**src/rtl/core/dntl_pkg.sv**
```systemverilog
// shared constants, types and the character fold for the domain name trie lookup unit
// no dependencies; every other file in rtl/core imports this package
`timescale 1ns / 1ps

package dntl_pkg;

   localparam int NODE_COUNT      = 1024;
   localparam int NODE_W          = $clog2(NODE_COUNT);
   localparam int ALPHABET_SIZE   = 38;
   localparam int SYM_W           = $clog2(ALPHABET_SIZE);
   localparam int SYM_LETTER_BASE = 10;
   localparam int SYM_DOT         = 36;
   localparam int SYM_DASH        = 37;
   localparam int CHAR_W          = 8;
   localparam int ADDR_W          = 32;

   typedef enum logic [1:0] {
      ST_OK      = 2'd0,
      ST_MISS    = 2'd1,
      ST_BADCHAR = 2'd2,
      ST_FULL    = 2'd3
   } status_type;

   typedef enum logic {
      ACT_INSERT = 1'b0,
      ACT_QUERY  = 1'b1
   } action_type;

   typedef logic [NODE_W-1:0] node_type;
   typedef logic [SYM_W-1:0]  sym_type;
   typedef node_type [ALPHABET_SIZE-1:0] row_type;

   typedef struct packed {
      logic    bad;
      sym_type sym;
   } fold_type;

   // controller to datapath
   typedef struct packed {
      logic clear_row;
      logic capture;
      logic commit;
      logic load_walk;
      logic load_finish;
   } cmd_type;

   // datapath to controller
   typedef struct packed {
      logic clear_done;
      logic last;
      logic need_finish;
   } sts_type;

   function automatic fold_type fold_symbol(input logic [CHAR_W-1:0] c);
      fold_type f;
      f.bad = 1'b0;
      f.sym = '0;
      if (c >= 8'h30 && c <= 8'h39) begin
         f.sym = SYM_W'(c - 8'h30);
      end else if (c >= 8'h41 && c <= 8'h5a) begin
         f.sym = SYM_W'(c - 8'h41) + SYM_W'(SYM_LETTER_BASE);
      end else if (c >= 8'h61 && c <= 8'h7a) begin
         f.sym = SYM_W'(c - 8'h61) + SYM_W'(SYM_LETTER_BASE);
      end else if (c == 8'h2e) begin
         f.sym = SYM_W'(SYM_DOT);
      end else if (c == 8'h2d) begin
         f.sym = SYM_W'(SYM_DASH);
      end else begin
         f.bad = 1'b1;
      end
      return f;
   endfunction

endpackage

```
**src/rtl/core/dntl_ctrl.sv**
```systemverilog
// controller: clearing pass, per-word sequencing and response valid
// depends on dntl_pkg; drives dntl_datapath through cmd_type
`timescale 1ns / 1ps

module dntl_ctrl import dntl_pkg::*; (
   input  logic    clock,
   input  logic    reset,
   input  logic    req_valid,
   output logic    req_ready,
   output logic    rsp_valid,
   input  logic    rsp_ready,
   input  sts_type sts,
   output cmd_type cmd
);

   typedef enum logic [1:0] {
      S_CLEAR,
      S_IDLE,
      S_WALK,
      S_FINISH
   } state_type;

   state_type state_ff, state_in;
   logic      rsp_valid_ff, rsp_valid_in;
   logic      rsp_free;
   logic      blocked;

   // the response register can take a new word this cycle
   assign rsp_free = ~rsp_valid_ff | rsp_ready;
   // a result from the walk cycle waits until the response register frees up
   assign blocked  = sts.last & ~sts.need_finish & ~rsp_free;

   always_comb begin
      state_in = state_ff;
      cmd      = '0;
      unique case (state_ff)
         S_CLEAR: begin
            cmd.clear_row = 1'b1;
            if (sts.clear_done) begin
               state_in = S_IDLE;
            end
         end
         S_IDLE: begin
            if (req_valid) begin
               cmd.capture = 1'b1;
               state_in    = S_WALK;
            end
         end
         S_WALK: begin
            if (!blocked) begin
               cmd.commit    = 1'b1;
               cmd.load_walk = sts.last & ~sts.need_finish;
               state_in      = (sts.last && sts.need_finish) ? S_FINISH : S_IDLE;
            end
         end
         S_FINISH: begin
            if (rsp_free) begin
               cmd.load_finish = 1'b1;
               state_in        = S_IDLE;
            end
         end
         default: begin
            state_in = S_IDLE;
         end
      endcase
   end

   assign rsp_valid_in = cmd.load_walk | cmd.load_finish | (rsp_valid_ff & ~rsp_ready);

   always_ff @(posedge clock) begin
      if (reset) begin
         state_ff     <= S_CLEAR;
         rsp_valid_ff <= 1'b0;
      end else begin
         state_ff     <= state_in;
         rsp_valid_ff <= rsp_valid_in;
      end
   end

   assign req_ready = (state_ff == S_IDLE);
   assign rsp_valid = rsp_valid_ff;

endmodule

```
**config.mk**
```make
export PLATFORM = sky130hd
export DESIGN_NAME = dntl_ctrl
export DESIGN_NICKNAME = d
export VERILOG_FILES = /design/src/rtl/core/dntl_pkg.sv /design/src/rtl/core/dntl_ctrl.sv
export SDC_FILE = /design/constraint.sdc
export NUM_CORES = 1
export LEC_CHECK = 0
export BUFFER_PORTS_ARGS = -buffer_cell sky130_fd_sc_hd__buf_2
export CORE_AREA = 4 4 41 43
export DETAILED_ROUTE_END_ITERATION = 10
export DIE_AREA = 0 0 45 47
export HOLD_SLACK_MARGIN = 0.06
export PLACE_DENSITY = 0.53
export SLEW_MARGIN = 15
export SYNTH_ARGS = -nofsm -noshare
export SYNTH_HDL_FRONTEND = slang
export SYNTH_SLANG_ARGS = --single-unit
```
**constraint.sdc**
```tcl
create_clock -name clock -period 1.93 [get_ports clock]
set_input_delay 0.193 -clock clock [delete_from_list [all_inputs] [get_ports clock]]
set_output_delay 0.193 -clock clock [all_outputs]
set_load 0.1 [all_outputs]
```
# Word level (Yosys, flattened, before mapping)
# Index checks and enable logic that the tools add are counted.
# op_classes
add_sub_neg,0
n_mul,0
div,0
magnitude_cmp,0
n_eq_ne,7
shifts,0
n_mux,13
bitwise_logic,10
n_reduce_logical,3
# ops
operator,n
$mux W2,7
$ne A2 B2 Y1 const B,4
$pmux W2 S4,1
$mux W1,5
$eq A2 B2 Y1 const B,2
$not A1 Y1,4
$reduce_and A4 Y1,1
$and A1 B1 Y1,3
$or A1 B1 Y1,3
$eq A2 B1 Y1 const B,1
$logic_not A2 Y1,1
$logic_and A1 B1 Y1,1
# word_totals
register_bits,3
latch_bits,0
ramBits,0
mem_bits_ro,0
inputBits,7
output_inout_bits,7
wordCells,35
mem_count,0

# Depth between registers and ports, before layout
# Gate-level depths: netlist (run 1).
# logic_depth
ltp_word,8
ltp_mapped,6
mapped_depth_nobuf,6

# Worst setup path before layout (run 1)
# Ideal clock, no wire load.
# synth_timing
kind,flip-flop to output port
startpoint,"reg rsp_valid_ff, in the netlist rsp_valid"
endpoint,out cmd[2] (netlist bit)
t_arrival_ns,3.082
t_required_ns,1.737
setup_slack_ns,-1.345
path_stages_with_launch,3
path_buffers,0
path_cell_list,dfxtp_1 -> nor2b_4 -> a21boi_0
# synth_lines
item,line,text
from (decl),dntl_ctrl.sv:24,"logic rsp_valid_ff, rsp_valid_in;"
from (signal assigned),dntl_ctrl.sv:76,rsp_valid_ff <= rsp_valid_in;
to (decl),dntl_ctrl.sv:13,output cmd_type cmd

# Worst setup path after layout (run 1)
# layout_timing
startpoint,reg state_ff[1]
endpoint,reg state_ff[0]
# layout_between
elab_chain_cells,3
elab_cells_between_ends,10
classes_between,eq/ne (7); mux (1); reduce/logical (2)
# layout_lines
item,line,text
from (decl),dntl_ctrl.sv:23,"state_type state_ff, state_in;"
from (signal assigned),dntl_ctrl.sv:75,state_ff <= state_in;
$eq A2 B2 Y1 (tied with other cells),dntl_ctrl.sv:36,unique case (state_ff)
$ne A2 B2 Y1 (no line),--,
$reduce_and A4 Y1 (no line),--,
# Parallel ways exist; a longest one is shown, timed or not.
# A chain may end at the register's enable or synchronous reset.

==> results of run 1 <==
==> cell families after synthesis <==
| group | share of synthesized area (%) |
|---|---|
| AO/OA/AOI/OAI | 14.5 |
| adder cells (fa/ha/maj) | 26.4 |
| buffers and inverters | 3.96 |
| flip-flops | 21.1 |
| multiplexers | 7.93 |
| AND/OR/NAND/NOR | 26.0 |
==> sequential cells by signal, summed over array words and instances, names as in the netlist <==
| register | flops |
|---|---|
| rsp_valid | 1 |
| state_ff | 2 |
==> cells in the mapped netlist (2+ instances only) <==
library cell	instances	area share (%)
nor2_1	5	6.6
dfxtp_1	3	21
ha_1	6	26
mux2_2	2	7.9
and2b_2	2	6.2
inv_1	3	4.0
==> cell usage in the layout (no fill, tap or decap) <==
| cell type | count |
|---|---|
| ha_2 | 2 |
| clkbuf_1 | 1 |
| a21boi_2 | 1 |
| nor2b_1 | 1 |
| buf_2 | 13 |
| inv_1 | 3 |
| a21oi_1 | 1 |
| and2b_2 | 2 |
| nor2b_4 | 1 |
| mux2_2 | 2 |
| a221o_1 | 1 |
| dfxtp_1 | 3 |
| clkbuf_4 | 3 |
| a31oi_2 | 1 |
| nor3b_1 | 1 |
| a31oi_1 | 1 |
| nor2_2 | 1 |
| nor2_1 | 4 |
| ha_1 | 4 |
| nand2_1 | 1 |
| and2_2 | 1 |
==> metrics by stage <==
| step | power, mW | cell area, um^2 | hold WS (ns) | setup TNS (ns) |
|---|---|---|---|---|
| global route | 0.496 | 407 | 0.213 | 0 |
| global placement | 0.365 | 380 | 0.431 | 0 |
| detailed placement | 0.365 | 380 | 0.439 | 0 |
| floorplan | 0.332 | 297 | 0.262 | -0.0780 |
| CTS | 0.480 | 407 | 0.192 | 0 |
| finish | 0.470 | 407 | 0.199 | 0 |
==> power groups by stage <==
stage | logic, mW | registers, mW | clock network [mW]
floorplan | 0.245 | 0.0861 | 0
global placement | 0.281 | 0.0836 | 0
detailed placement | 0.282 | 0.0831 | 0
CTS | 0.282 | 0.0820 | 0.116
global route | 0.295 | 0.0836 | 0.118
finish | 0.279 | 0.0814 | 0.110
==> critical path: cells and delay by family, from the launching register on <==
family	cells	cell delay, ns
adder cells (fa/ha/maj)	1	0.20
AND/OR/NAND/NOR	1	0.12
flip-flops	1	0.36
buffers and inverters	1	0.11
AO/OA/AOI/OAI	2	0.47
multiplexers	1	0.36
==> path summary, 6_finish.rpt <==
kind	cells past startpoint	from	to
setup / recovery	6	state_ff[1]	state_ff[0]
setup reg to reg	6	state_ff[1]	state_ff[0]
hold / removal	2	reset	rsp_valid
hold reg to reg	3	rsp_valid	rsp_valid
==> area by class of cell <==
| cell class | count | area [um^2] | area share [%] |
|---|---|---|---|
| multi-input combinational | 25 | 225 | 55.4 |
| timing repair buffer | 13 | 65.1 | 16.0 |
| sequential | 3 | 60.1 | 14.8 |
| clock buffer | 4 | 26.3 | 6.46 |
| tap | 15 | 18.8 | 4.62 |
| inverter | 3 | 11.3 | 2.77 |
==> per-layer routing <==
| metal | GRT usage, % | routed length [um] |
|---|---|---|
| met1 | 7.26 | 239 |
| met2 | 10.5 | 315 |
| met3 | 1.15 | 31 |
| met4 | 5.26 | 0 |
| met5 | 0 | 0 |
==> results.yml, run 1 <==
finish:
  drive_gt1_share_pct: 56.3
  finish.cell_count_without_fillers: 63
  syn2layout_area_growth_pct: 43.2
  layout.nets: 62
  final_core_util_pct: 31.3
  n_antenna_cell: 0
  fill_cells: 161
route:
  drtIter0Drc: 2
  route.final.wire_length_um: 585
  route.detailed.vias_per_inst: 4.11
  antenna_left: 0
  post-route-drc-count: 0
  first_pass_iters: 2
  detailroute.via_count: 259
  average_routed_wire_per_standard_cell_um: 9.29
placed_design:
  post-place-ws_ns: 0.196
  portBuffers: 13
  detailedPlacementHpwl_um: 509
  dpl.cell_count: 59
  gpl.final_weighted_congestion: 0.675
setup_path:
  timing.critical_path.fanout_max: 4
  critPathRequiredTime_ns: 2.05
  startpoint_type: "flip-flop"
  critical_path.cell_chain: "inv_1, ha_2, nor2b_1, a221o_1, a31oi_2, mux2_2"
  critPathSlowestCell: "dfxtp_1"
  critical-path-max-stage-delay_ns: 0.36
  reg2reg_slack_ns: 0.21
  cp.arrival_ns: 1.84
  setup.worst_path.class: "reg2reg"
  endpoint_kind: "flip-flop"
floorplan:
  design.core.area_um2: 1300
  std_cell_rows: 13
  io-pin-count: 14
  floorplan.initialDensity_pct: 21.8
  floorplan.die.width_um: 45
  dieArea_um2: 2120
  die_height_um: 47
sta:
  hold_viol: 0
  setup_ws_ns: 0.210
  timing_worst_slew_pin_value_ns: 0.487
  rsz_0062_raised_after_global_routing: "false"
  fin_crit_ns: 1.72
  timing.final.setup_violations: 0
  worst_slew_margin_rel_pct: 67.7
  fmax_mhz: 581
  max_clock_skew_ns: 0.00367
  final_max_slew_violation_count: 0
  post-route-period-util_pct: 89.1
logic_synthesis:
  synth_warnings: 0
  netlist_instances: 31
  mappedNetlistArea_um2: 284
  count_of_flip_flops_with_a_built_in_enable_after_synthesis: 0
  synth.avg_cell_area_um2: 9.16
  postSynthRegisterBits: 3
  synth.yosys.seq_area_share_pct: 21.1
  syn-num-nets: 44
  dominantRegCellSynth: "dfxtp_1"
  yosys.cell_types.count: 16
  synthArstFlopShare_pct: 0
clock_tree:
  cts.repair_timing.setup_buffer_count: 0
  clock_latency_ns: 0.23
  cts_made_buffers: 3
  clock_sink_count: 3
  clkSlewWorstSetupHoldPaths_ns: 0.04
  clock_path_buffers: 2
  cts_max_level: 1
  cts_root_buf: "clkbuf_4"
  post_cts.resized_instances: 0
  postCtsHoldBufs: 0
  tritoncts: "built"
power:
  pwr-share-comb_pct: 59.3
  vdd.ir_drop.worst_uv: 403
  cellPowerDensity_nw_per_um2: 1160
  power_frac_seq_pct: 17.3
  power.switching_fraction_pct: 53.9
  p_sw_mw: 0.253
  leakage_nw: 0.202
  power.internal_mw: 0.217
  power.share.clock_pct: 23.4
global_route:
  gr-usage-all-layers_pct: 6.39
  grt_pass1_vias: 249
  antenna_found_initial: 0
  grt_start_max_net_pins: 7
  grt_remaining_overflow: 0
  first_pass_grt_wire_length_um: 979
flow_run:
  timing.max_cap.violations: 0
run_status:
  status: "complete, no violations"
worst_hold_path:
  hp-class: "in2reg"
(Power assumes the default switching activity.)
==> run 2: changes to the inputs <==
- ABC_AREA: not set -> 1
- PLACE_DENSITY: 0.53 -> 0.55
==> run 2 against run 1 <==
Against the previous run: critical path depth fell by 1; worst hold slack got worse by 0.058 ns; sequential share of layout area fell by 0.73 points; cell count rose by 22%; largest cell class unchanged; clock-buffer cell count did not move; clock skew rose by 0.0012 ns; power rose by 18%; via count rose by 16%; die area did not move; sequential power rose by 12%.
==> results.yml, run 2 <==
setup_path:
  critical-path-max-stage-delay_ns: 0.42
  cp.arrival_ns: 1.53
  critical_path.startpoint: "state_ff[0]"
  r2r_start: "state_ff[0]"
  ff2ff_path_depth: 8
  critPathSlowestCell: "buf_2"
  timing.critical_path.fanout_max: 5
  setup.worst_path.class: "reg2out"
  critical-path-top-delay-family: "buffers and inverters"
  critPathRequiredTime_ns: 1.74
  crit-reg2reg-capture: "state_ff[1]"
  reg2reg_slack_ns: 0.60
  startpoint_type: "flip-flop"
  endpoint_kind: "output port"
  critical_path.cell_chain: "inv_1, ha_1, nand2_1, nor2_2, buf_2"
  timing.critical_path.buf_inv: 2
power:
  cellPowerDensity_nw_per_um2: 1300
  leakage_nw: 0.247
  vdd.ir_drop.worst_uv: 564
  fin_total_pwr_mw: 0.556
sta:
  final_max_slew_violation_count: 0
  max_clock_skew_ns: 0.00490
  worst_slew_margin_rel_pct: 67.8
  rsz_0062_raised_after_global_routing: "false"
  hold_viol: 0
  fin_crit_ns: 1.73
  setup_ws_ns: 0.203
  post-route-period-util_pct: 89.5
  fmax_mhz: 579
  timing_worst_slew_pin_value_ns: 0.486
  timing.final.setup_violations: 0
  setup-tns-final_ns: 0
logic_synthesis:
  synth_most_common_cell: "nand2_1"
  synth.avg_cell_area_um2: 6.81
  synth-xor-area-share_pct: 0
  syn-num-nets: 58
  yosys.area_share.adder_pct: 24.5
  synth-compound-area-share_pct: 7.76
  synthTopCellsByCount: "10 x nand2_1, 9 x inv_1, 6 x ha_1"
  synthArstFlopShare_pct: 0
  mappedNetlistArea_um2: 307
  post-synth-top-area-cell: "ha_1"
  yosys.cell_types.count: 13
  postSynthRegisterBits: 3
  post_synth_main_area_contributors: "ha_1 24%, dfxtp_1 20%, nand2_1 12%"
  count_of_flip_flops_with_a_built_in_enable_after_synthesis: 0
  combinational_family_with_the_most_area_after_synthesis: "simple AND/OR/NAND/NOR gates"
  dominantRegCellSynth: "dfxtp_1"
  synth_simple_gate_area_share_pct: 34.7
  synth_largest_type_area_fraction_pct: 24.5
  synth_warnings: 0
  synth.yosys.seq_area_share_pct: 19.6
  proportion_of_synthesized_area_in_mux_cells_pct: 0
  netlist_instances: 45
global_route:
  first_pass_grt_wire_length_mm: 1.01
  grt_pass1_vias: 280
  grt_start_max_net_pins: 6
  antenna_found_initial: 0
  grt_remaining_overflow: 0
  gr-usage-all-layers_pct: 7.18
route:
  antenna_left: 0
  average_routed_wire_per_standard_cell_um: 8.00
  post-route-drc-count: 0
  first_pass_iters: 4
  route.final.wire_length_um: 616
  drtIter0Drc: 5
  route.detailed.vias_per_inst: 3.91
  detailroute.via_count: 301
floorplan:
  std_cell_rows: 13
  floorplan.initialDensity_pct: 23.6
  die_height_um: 47
  io-pin-count: 14
  dieArea_um2: 2120
  floorplan.die.width_um: 45
  design.core.area_um2: 1300
finish:
  drive_gt1_share_pct: 40.3
  syn2layout_area_growth_pct: 39.6
  final_core_util_pct: 32.9
  area_taken_by_multi_input_logic_gates_um2: 216
  final_cell_mix: "13 x buf_2, 10 x nand2_1, 9 x inv_1, 5 x ha_1"
  layout.nets: 76
  mostFrequentLayoutCell: "buf_2"
  fill_cells: 159
  n_antenna_cell: 0
  largest_register_ffs: 2
  largest_register: "state_ff"
  seqCellArea_um2: 60.1
  final_cell_area_um2: 428
placed_design:
  placedInstanceArea_um2: 402
  detailedPlacementHpwl_um: 530
  gpl.final_weighted_congestion: 0.703
  portBuffers: 13
  post-place-ws_ns: 0.438
clock_tree:
  clkSlewWorstSetupHoldPaths_ns: 0.04
  post_cts.resized_instances: 0
  postCtsHoldBufs: 0
  cts.repair_timing.setup_buffer_count: 0
  clock_path_buffers: 2
  tritoncts: "built"
  cts_made_buffers: 3
  cts_max_level: 1
  cts_root_buf: "clkbuf_4"
  clock_sink_count: 3
  clock_latency_ns: 0.23
run_status:
  status: "complete, no violations"
worst_hold_path:
  whs_path_depth: 2
  hold-path-endpoint: "rsp_valid"
  min-delay-start: "reset"
  hp-class: "in2reg"
flow_run:
  timing.max_cap.violations: 0
[run 2: worst register-to-register path, stage by stage (launching register included)]
cell,delay (ns)
dfxtp_1,0.41
inv_1,0.11
ha_1,0.22
nand2_1,0.07
nand2_1,0.07
nor2_2,0.16
nand3_1,0.09
nand2_1,0.07
nor2_1,0.04
[run 2: per-layer routing]
layer	track usage, %	share of wire (%)
met1	6.79	39
met2	11.3	49
met3	5.75	12
met4	3.51	0
met5	0	0
[run 2: logic make-up after synthesis]
kind of cell    Yosys count
buf+inv                  11
flops                     3
fa+ha+maj                 6
compound gates            4
simple gates             21
[run 2: cell type report]
class                   count  share of cell area, %
multi-input cells          31                   50.6
repair buffers             13                   15.2
flip-flops and latches      3                   14.0
inverters                  11                   9.65
clock buffers               4                   6.14
well taps                  15                   4.39
[run 2: per-stage QoR]
stage / std cells / hold slack (ns)
3_3_place_gp: 73 / 0.373
6_report: 77 / 0.141
5_1_grt: 77 / 0.127
2_1_floorplan: 45 / 0.262
4_1_cts: 77 / 0.130
3_5_place_dp: 73 / 0.375
[run 2: power breakdown]
part	total, mW	switching (mW)	internal (mW)
logic	0.356	0.284	0.0713
clock network	0.110	0.0321	0.0774
registers	0.0913	0.0156	0.0757
[run 2: worst max path at each step]
stage             end  slack (ns)  cells past startpoint
2_1_floorplan  cmd[2]       -0.15                      3
3_5_place_dp   cmd[1]        0.44                      5
4_1_cts        cmd[1]        0.18                      5
5_1_grt        cmd[1]        0.11                      5
6_report       cmd[1]        0.20                      5
3_3_place_gp   cmd[1]        0.47                      5
